File: src/design/prc_pkg.sv
// ----------------------------------------------------------------------------
// Probe reply classifier package
// Shared codes, header offsets and capture slot map.
// ----------------------------------------------------------------------------
package prc_pkg;

  localparam int CNT_W = 6;
  localparam logic [CNT_W-1:0] COUNT_MAX = 6'd63;

  // Minimum packet lengths
  localparam logic [CNT_W-1:0] LEN_IP       = 6'd20;
  localparam logic [CNT_W-1:0] LEN_ICMP_MIN = 6'd28;
  localparam logic [CNT_W-1:0] LEN_UDP_MIN  = 6'd28;
  localparam logic [CNT_W-1:0] LEN_TCP_MIN  = 6'd40;
  localparam logic [CNT_W-1:0] LEN_ERR_MIN  = 6'd56;

  // IP protocol numbers
  localparam logic [7:0] PROTO_ICMP = 8'd1;
  localparam logic [7:0] PROTO_TCP  = 8'd6;
  localparam logic [7:0] PROTO_UDP  = 8'd17;

  // ICMP types
  localparam logic [7:0] ICMP_ECHO_REPLY = 8'd0;
  localparam logic [7:0] ICMP_UNREACH    = 8'd3;
  localparam logic [7:0] ICMP_ECHO_REQ   = 8'd8;
  localparam logic [7:0] ICMP_TIME_EXC   = 8'd11;

  // TCP flag bit positions
  localparam int FLAG_FIN = 0;
  localparam int FLAG_SYN = 1;
  localparam int FLAG_RST = 2;
  localparam int FLAG_PSH = 3;
  localparam int FLAG_ACK = 4;
  localparam int FLAG_URG = 5;

  // Reply kinds
  localparam logic [3:0] KIND_NONE       = 4'd0;
  localparam logic [3:0] KIND_ECHO       = 4'd1;
  localparam logic [3:0] KIND_ACK        = 4'd2;
  localparam logic [3:0] KIND_SYN        = 4'd3;
  localparam logic [3:0] KIND_FIN        = 4'd4;
  localparam logic [3:0] KIND_UDP        = 4'd5;
  localparam logic [3:0] KIND_ECHO_REPLY = 4'd6;
  localparam logic [3:0] KIND_RST        = 4'd7;
  localparam logic [3:0] KIND_RST_ACK    = 4'd8;
  localparam logic [3:0] KIND_SYN_ACK    = 4'd9;
  localparam logic [3:0] KIND_TIME_EXC   = 4'd10;
  localparam logic [3:0] KIND_UNREACH    = 4'd11;

  // Inner probe kinds
  localparam logic [1:0] INNER_NONE = 2'd0;
  localparam logic [1:0] INNER_ECHO = 2'd1;
  localparam logic [1:0] INNER_TCP  = 2'd2;
  localparam logic [1:0] INNER_UDP  = 2'd3;

  // Only the header bytes that classification looks at are kept
  localparam int NUM_SLOTS = 20;
  localparam int S_B0   = 0;
  localparam int S_B1   = 1;
  localparam int S_PROT = 2;
  localparam int S_B20  = 3;
  localparam int S_B21  = 4;
  localparam int S_B24  = 5;
  localparam int S_B25  = 6;
  localparam int S_B26  = 7;
  localparam int S_B27  = 8;
  localparam int S_B28  = 9;
  localparam int S_B29  = 10;
  localparam int S_B30  = 11;
  localparam int S_B31  = 12;
  localparam int S_B32  = 13;
  localparam int S_B33  = 14;
  localparam int S_B37  = 15;
  localparam int S_B48  = 16;
  localparam int S_B49  = 17;
  localparam int S_B54  = 18;
  localparam int S_B55  = 19;

  localparam logic [CNT_W-1:0] CAP_POS [NUM_SLOTS] = '{
    6'd0, 6'd1, 6'd9, 6'd20, 6'd21, 6'd24, 6'd25, 6'd26, 6'd27, 6'd28,
    6'd29, 6'd30, 6'd31, 6'd32, 6'd33, 6'd37, 6'd48, 6'd49, 6'd54, 6'd55
  };

  typedef logic [NUM_SLOTS-1:0][7:0] slots_t;

  typedef struct packed {
    logic [3:0]  reply_kind;
    logic [7:0]  unreach_code;
    logic [1:0]  inner_kind;
    logic [15:0] seq_value;
    logic        accepted;
  } result_t;

endpackage

File: src/design/prc_capture.sv
// ----------------------------------------------------------------------------
// Probe reply classifier header capture
// Counts packet bytes and keeps the header bytes used for classification.
// ----------------------------------------------------------------------------
module prc_capture (
  input  logic                       clk,
  input  logic                       rst_n,
  input  logic                       wr_en,
  input  logic [7:0]                 wr_byte,
  input  logic                       wr_last,
  output prc_pkg::slots_t            slots,
  output logic [prc_pkg::CNT_W-1:0]  pkt_len
);
  import prc_pkg::*;

  logic [CNT_W-1:0] count_r, count_nxt;
  logic [CNT_W-1:0] len_now;
  logic [CNT_W-1:0] len_r;
  slots_t           slots_r;

  // length including the byte being written, saturated
  assign len_now = (count_r == COUNT_MAX) ? COUNT_MAX : count_r + 6'd1;

  always_comb begin
    count_nxt = count_r;
    if (wr_en) begin
      count_nxt = wr_last ? '0 : len_now;
    end
  end

  always_ff @(posedge clk) begin
    if (!rst_n) begin
      count_r <= '0;
    end else begin
      count_r <= count_nxt;
    end
  end

  for (genvar s = 0; s < NUM_SLOTS; s++) begin : g_slot
    always_ff @(posedge clk) begin
      if (wr_en && count_r == CAP_POS[s]) begin
        slots_r[s] <= wr_byte;
      end
    end
  end

  always_ff @(posedge clk) begin
    if (wr_en && wr_last) begin
      len_r <= len_now;
    end
  end

  assign slots   = slots_r;
  assign pkt_len = len_r;

endmodule

File: src/design/prc_classify.sv
// ----------------------------------------------------------------------------
// Probe reply classifier decision logic
// Fixed-offset compares on the captured header give one result.
// ----------------------------------------------------------------------------
module prc_classify (
  input  prc_pkg::slots_t            slots,
  input  logic [prc_pkg::CNT_W-1:0]  pkt_len,
  input  logic [15:0]                probe_id,
  output prc_pkg::result_t           result
);
  import prc_pkg::*;

  logic [3:0]  kind;
  logic [7:0]  flags;
  logic [7:0]  icmp_type;
  logic        is_err;
  logic        is_dec;
  logic [1:0]  inner;
  logic [15:0] id_sel;
  logic [15:0] seq_sel;
  logic        ok;

  assign flags     = slots[S_B33];
  assign icmp_type = slots[S_B20];

  always_comb begin
    kind = KIND_NONE;
    if (pkt_len >= LEN_IP) begin
      case (slots[S_PROT])
        PROTO_TCP: begin
          if (pkt_len >= LEN_TCP_MIN && !flags[FLAG_PSH] && !flags[FLAG_URG]) begin
            if (flags[FLAG_FIN]) begin
              kind = KIND_FIN;
            end else if (flags[FLAG_RST]) begin
              kind = flags[FLAG_ACK] ? KIND_RST_ACK : KIND_RST;
            end else if (flags[FLAG_SYN]) begin
              kind = flags[FLAG_ACK] ? KIND_SYN_ACK : KIND_SYN;
            end else if (flags[FLAG_ACK]) begin
              kind = KIND_ACK;
            end
          end
        end
        PROTO_ICMP: begin
          if (pkt_len >= LEN_ICMP_MIN) begin
            if (icmp_type == ICMP_ECHO_REQ) begin
              kind = KIND_ECHO;
            end else if (icmp_type == ICMP_ECHO_REPLY) begin
              kind = KIND_ECHO_REPLY;
            end else if (pkt_len >= LEN_ERR_MIN) begin
              if (icmp_type == ICMP_UNREACH) begin
                kind = KIND_UNREACH;
              end else if (icmp_type == ICMP_TIME_EXC) begin
                kind = KIND_TIME_EXC;
              end
            end
          end
        end
        PROTO_UDP: begin
          if (pkt_len >= LEN_UDP_MIN) begin
            kind = KIND_UDP;
          end
        end
        default: kind = KIND_NONE;
      endcase
    end
  end

  assign is_err = (kind == KIND_TIME_EXC) || (kind == KIND_UNREACH);
  assign is_dec = (kind == KIND_RST_ACK) || (kind == KIND_SYN_ACK);

  always_comb begin
    case (kind) inside
      KIND_ECHO_REPLY, KIND_RST:   id_sel = {slots[S_B24], slots[S_B25]};
      KIND_RST_ACK, KIND_SYN_ACK:  id_sel = {slots[S_B28], slots[S_B29]};
      KIND_TIME_EXC, KIND_UNREACH: id_sel = {slots[S_B32], slots[S_B33]};
      default:                     id_sel = {slots[S_B0], slots[S_B1]};
    endcase
  end

  // the reply kind, and for a quoted packet its inner probe, picks the sequence offset
  always_comb begin
    inner   = INNER_NONE;
    seq_sel = {slots[S_B26], slots[S_B27]};
    if (is_err) begin
      if (slots[S_B37] == PROTO_TCP) begin
        inner   = INNER_TCP;
        seq_sel = {slots[S_B54], slots[S_B55]};
      end else if (slots[S_B37] == PROTO_UDP) begin
        inner   = INNER_UDP;
        seq_sel = {slots[S_B48], slots[S_B49]};
      end else if (slots[S_B37] == PROTO_ICMP && slots[S_B48] == ICMP_ECHO_REQ) begin
        inner   = INNER_ECHO;
        seq_sel = {slots[S_B54], slots[S_B55]};
      end
    end else if (kind == KIND_UDP) begin
      seq_sel = {slots[S_B20], slots[S_B21]};
    end else if (is_dec) begin
      seq_sel = {slots[S_B30], slots[S_B31]};
    end
  end

  assign ok = (kind != KIND_NONE) && (id_sel == probe_id) && (!is_err || inner != INNER_NONE);

  always_comb begin
    result.reply_kind   = kind;
    result.unreach_code = (kind == KIND_UNREACH) ? slots[S_B21] : 8'd0;
    result.inner_kind   = inner;
    result.accepted     = ok;
    if (!ok) begin
      result.seq_value = 16'd0;
    end else if (is_dec) begin
      result.seq_value = seq_sel - 16'd1;
    end else begin
      result.seq_value = seq_sel;
    end
  end

endmodule

File: src/design/probe_reply_classifier_top.sv
// The accepted last byte sets the pending flag, then the result is registered with out_valid.
// Throughput: one byte per cycle; the capture stage and the output register
// each hold one transaction, so only a stalled output holds off input.
// Reset clears the byte count, the pending flag, out_valid and probe_id (to 0);
// captured header bytes are not reset.
// ----------------------------------------------------------------------------
// Probe reply classifier top level
// Captures a received packet byte stream and classifies it on its last byte.
// ----------------------------------------------------------------------------
module probe_reply_classifier_top (
  input  logic        clk,
  input  logic        rst_n,
  input  logic        in_valid,
  output logic        in_ready,
  input  logic [7:0]  in_pkt_byte,
  input  logic        in_last_byte,
  output logic        out_valid,
  input  logic        out_ready,
  output logic [3:0]  out_reply_kind,
  output logic [7:0]  out_unreach_code,
  output logic [1:0]  out_inner_kind,
  output logic [15:0] out_seq_value,
  output logic        out_accepted,
  input  logic        cfg_valid,
  output logic        cfg_ready,
  input  logic [15:0] cfg_probe_id
);
  import prc_pkg::*;

  logic [15:0]      probe_id_r;
  logic             cls_valid_r, cls_valid_nxt;
  logic             out_valid_r, out_valid_nxt;
  result_t          res_r;
  result_t          res;
  slots_t           slots;
  logic [CNT_W-1:0] pkt_len;
  logic             in_acc;
  logic             cls_go;

  // classification moves on whenever the output register is free or draining
  assign cls_go   = cls_valid_r && (!out_valid_r || out_ready);
  // hold input while a finished packet waits, or its bytes would be overwritten
  assign in_ready = !cls_valid_r || cls_go;
  assign in_acc   = in_valid && in_ready;
  assign cfg_ready = 1'b1;

  prc_capture u_capture (
    .clk     (clk),
    .rst_n   (rst_n),
    .wr_en   (in_acc),
    .wr_byte (in_pkt_byte),
    .wr_last (in_last_byte),
    .slots   (slots),
    .pkt_len (pkt_len)
  );

  prc_classify u_classify (
    .slots    (slots),
    .pkt_len  (pkt_len),
    .probe_id (probe_id_r),
    .result   (res)
  );

  always_comb begin
    cls_valid_nxt = cls_valid_r;
    if (in_acc && in_last_byte) begin
      cls_valid_nxt = 1'b1;
    end else if (cls_go) begin
      cls_valid_nxt = 1'b0;
    end
  end

  always_comb begin
    out_valid_nxt = out_valid_r;
    if (cls_go) begin
      out_valid_nxt = 1'b1;
    end else if (out_ready) begin
      out_valid_nxt = 1'b0;
    end
  end

  always_ff @(posedge clk) begin
    if (!rst_n) begin
      probe_id_r  <= '0;
      cls_valid_r <= 1'b0;
      out_valid_r <= 1'b0;
    end else begin
      if (cfg_valid && cfg_ready) begin
        probe_id_r <= cfg_probe_id;
      end
      cls_valid_r <= cls_valid_nxt;
      out_valid_r <= out_valid_nxt;
    end
  end

  always_ff @(posedge clk) begin
    if (cls_go) begin
      res_r <= res;
    end
  end

  assign out_valid        = out_valid_r;
  assign out_reply_kind   = res_r.reply_kind;
  assign out_unreach_code = res_r.unreach_code;
  assign out_inner_kind   = res_r.inner_kind;
  assign out_seq_value    = res_r.seq_value;
  assign out_accepted     = res_r.accepted;

endmodule

File: config.mk
export PLATFORM = sky130hd
export DESIGN_NAME = probe_reply_classifier_top
export DESIGN_NICKNAME = d
export VERILOG_FILES = /design/src/design/prc_pkg.sv /design/src/design/prc_capture.sv /design/src/design/prc_classify.sv /design/src/design/probe_reply_classifier_top.sv
export SDC_FILE = /design/constraint.sdc
export NUM_CORES = 1
export LEC_CHECK = 0
export BUFFER_PORTS_ARGS = -buffer_cell sky130_fd_sc_hd__buf_2
export CELL_PAD_IN_SITES_DETAIL_PLACEMENT = 1
export CELL_PAD_IN_SITES_GLOBAL_PLACEMENT = 2
export CORE_ASPECT_RATIO = 1.4
export CORE_MARGIN = 2
export CORE_UTILIZATION = 48
export CTS_BUF_LIST = sky130_fd_sc_hd__clkbuf_8
export DETAILED_ROUTE_END_ITERATION = 12
export PLACE_DENSITY = 0.88
export SETUP_SLACK_MARGIN = 0.4
export SKIP_CTS_REPAIR_TIMING = 1
export SYNTH_ARGS = -nofsm -noshare
export SYNTH_HDL_FRONTEND = slang
export SYNTH_SLANG_ARGS = --single-unit
File: constraint.sdc
create_clock -name clk -period 9.15 [get_ports clk]
set_clock_uncertainty 0.05 [all_clocks]
set_input_delay 0.915 -clock clk [delete_from_list [all_inputs] [get_ports clk]]
set_output_delay 0.915 -clock clk [all_outputs]
set_load 0.01 [all_outputs]
==> summary.txt <==
STA
  • RSZ-0062 raised after global routing: no
  • Final Critical Period: 4.34 ns
  • Relative slew slack: 9.58%
  • Period utilization: 47.4%
  • Setup tns final: 0 ns
  • # setup viols final: 0
  • Hold WS: 0.437 ns
  • Fmax: 230 MHz
  • Final Hold Viols: 0
  • Final slew viol count: 0
  • Worst Tran Pin Value: 1.35 ns

Placed design
  • Port bufs: 62
  • Dpl cell area: 0.0106 sq mm
  • DP Cell Count: 1059
  • Post-DP HPWL: between 15000 and 20000 um
  • Placer Congestion: 0.889

Yosys
  • Unique masters post-synth: 83
  • Syn Inst Count: 765
  • Yosys top cell by area: edfxtp_1
  • Ys Warns: 0
  • Sequential-to-total area share from yosys stat: between 60% and 70%
  • Number of synthesized flops with an enable pin: 195
  • Largest cells by area after synthesis: edfxtp_1 58%, dfxtp_1 4.8%, mux2i_1 3.9%, nor2b_1 1.7%, nand2_1 1.4%
  • Synth Net Count: ~800
  • #FFs+latches synth: 219
  • Cell Area, Synth: approximately 0.01 sq mm
  • Async SR Flop Fraction: 0%
  • Mean Syn Cell Area: around 13 sq um
  • Top_reg_cell synth: edfxtp_1
  • Share of the synthesized area in the top cell type: 58.0%

CTS
  • Clk sinks: 219
  • TritonCTS Buffers: 34
  • CTS max path bufs: 3
  • Worst-skew pair later-pin latency: ~0.55 ns
  • Root Buffer: clkbuf_8
  • Reg clk slew, reported paths: 0.06 ns
  • H-Tree Depth: 2
  • CTS tree: built

Worst setup path
  • Worst Setup Path Type: flop to flop
  • CP startpoint: u_capture.slots[116]$_DFFE_PP_
  • Reg2reg setup slack: 4.81 ns
  • CP Capture Type: flop
  • Critical-path top delay cell: o32ai_4
  • Slowest cell delay on critical path: 0.88 ns
  • Crit path max-delay family: compound AO/OA/AOI/OAI gates
  • Worst path cell trace: ha_1 > or2_1 > nand2_1 > o32ai_4 > a221oi_1 > o32ai_1 > a311o_1 > nand2_1 > and4bb_1 > and3_1
  • CP startpoint kind: flop
  • Peak fanout along the critical path: 23
  • Worst path arrival time: ~4.6 ns
  • Crit-path most repeated cell: nand2_1
  • Crit path buf inv count: 0
  • Worst r2r src: u_capture.slots[116]$_DFFE_PP_
  • Required @ worst endpoint: 9.38 ns

Detailed routing
  • WL per Instance: 25.3 um
  • DRC viols: 0
  • Vias: 6953
  • Routed WL: ~28000 um
  • Number of DRC markers in iteration 0: ~550
  • Antenna viol nets, final: 0
  • Pre-Repair DR Iteration Count: 7
  • Routed vias/inst: roughly 6.2

Job
  • Max cap viols: 0

Floorplan
  • Initial Utilization: 49.1%
  • Site Rows: 62
  • DIE AREA: 0.0222 sq mm
  • Die X: around 130 um
  • IO Count: between 60 and 70
  • Die height: 176 um
  • Core Area: between 0.02 and 0.025 sq mm

Cells and area
  • Inserted Diodes: 0
  • Nets@finish: approximately 880
  • Area grow syn2layout: 11.7%
  • Design area: between 0.01 and 0.015 sq mm
  • Fill cells: 2068
  • Most frequent cells in the layout: 195 x edfxtp_1, 62 x buf_2, 39 x nand2_1, 39 x mux2i_1, 36 x clkbuf_8
  • Commonest non-fill, non-tap cell in the layout: edfxtp_1
  • Non-Filler Instances: approximately 1.1k
  • Layout cell share with drive strength beyond 1: 18.0%

Min path
  • Min-Delay Startpoint: cls_valid_r$_SDFFE_PN0P_
  • Hold Crit Class: flop to flop

Power and ir drop
  • VDD IR max: 0.138 mV
  • Power Density: 173 mW/mm^2
  • Leakage: 4.03 nW
  • Final Power: 0.00195 W

Global routing
  • First-pass GRT wire length: roughly 43000 um
  • Largest net degree at the start of global routing: 34
  • Initial antenna violation count: 0
  • Global route overflow: 0
  • Gr usage total: between 20% and 30%
  • Vias in the first global route: 7518

Status
  • Status: complete, no violations
[synthesized netlist by cell type (all sizes together), types with 18 or more instances]
cell    number
o22ai       18
nand3       21
nor3        18
nor2b       28
nor2        36
nand2       40
nand2b      19
dfxtp       24
mux2i       40
edfxtp     195
o21ai       18
inv         22
a21oi       24
and2        18
[worst register-to-register path, stage by stage (launching register included)]
cell      delay (ns)
edfxtp_1        0.50
ha_1            0.32
or2_1           0.17
nand2_1         0.54
o32ai_4         0.88
a221oi_1        0.22
o32ai_1         0.34
a311o_1         0.22
nand2_1         0.25
and4bb_1        0.40
and3_1          0.22
[kinds of logic (layout without fill, tap and decap cells)]
logic type,Yosys count,after routing,synth area share [%]
buf+inv,54,152,2.35
other cells,1,1,0.0371
flops,219,219,62.7
xor+xnor,21,21,1.82
simple gates,251,251,15.1
mux,43,43,4.34
fa+ha+maj,6,6,0.743
compound gates,170,170,12.9
[sequential cells by signal (all words and copies together) (netlist names)]
| name | flops |
|---|---|
| out_inner_kind | 2 |
| u_capture.pkt_len | 4 |
| out_seq_value | 16 |
| u_capture.slots | 160 |
| out_valid | 1 |
| out_accepted | 1 |
| probe_id_r | 16 |
| u_capture.count_r | 6 |
| out_unreach_code | 8 |
| cls_valid_r | 1 |
| out_reply_kind | 4 |
[power by group]
part           switching (W)  total (W)  internal (W)
combinational      0.0000461  0.0000708     0.0000247
clock               0.000381   0.000775      0.000394
sequential        0.00000888    0.00111       0.00110
[layer usage]
layer	wire length, um	up-vias	GRT usage, %
met5	0	-	0
met4	1390	0	13.4
met1	10500	3502	29.0
li1	-	3153	-
met2	15300	220	46.7
met3	1140	78	3.69
[path summary, 6_finish.rpt]
check | depth (start not counted) | endpoint
max | 10 | out_seq_value[14]$_SDFFCE_PN0P_
min | 1 | out_valid$_SDFFE_PN0P_
max reg2reg | 10 | out_seq_value[14]$_SDFFCE_PN0P_
min reg2reg | 1 | out_valid$_SDFFE_PN0P_
[layout make-up]
| type | instances | area (sq um) | area share, % |
|---|---|---|---|
| inverter | 22 | 82.6 | 0.732 |
| multi-input combinational | 492 | 3540 | 31.4 |
| sequential | 219 | 6340 | 56.2 |
| timing repair buffer | 70 | 370 | 3.28 |
| tap | 256 | 320 | 2.84 |
| clock buffer | 36 | 495 | 4.39 |
| clock inverter | 24 | 133 | 1.18 |
[stage by stage]
| step | util [%] | setup slack (ns) |
|---|---|---|
| 2_1_floorplan | - | 5.80 |
| 3_3_place_gp | 51.8 | 5.06 |
| 3_5_place_dp | 51.8 | 4.84 |
| 4_1_cts | 54.9 | 4.83 |
| 5_1_grt | 54.9 | 4.51 |
| 6_report | 54.9 | 4.81 |
(Power assumes the default switching activity.)
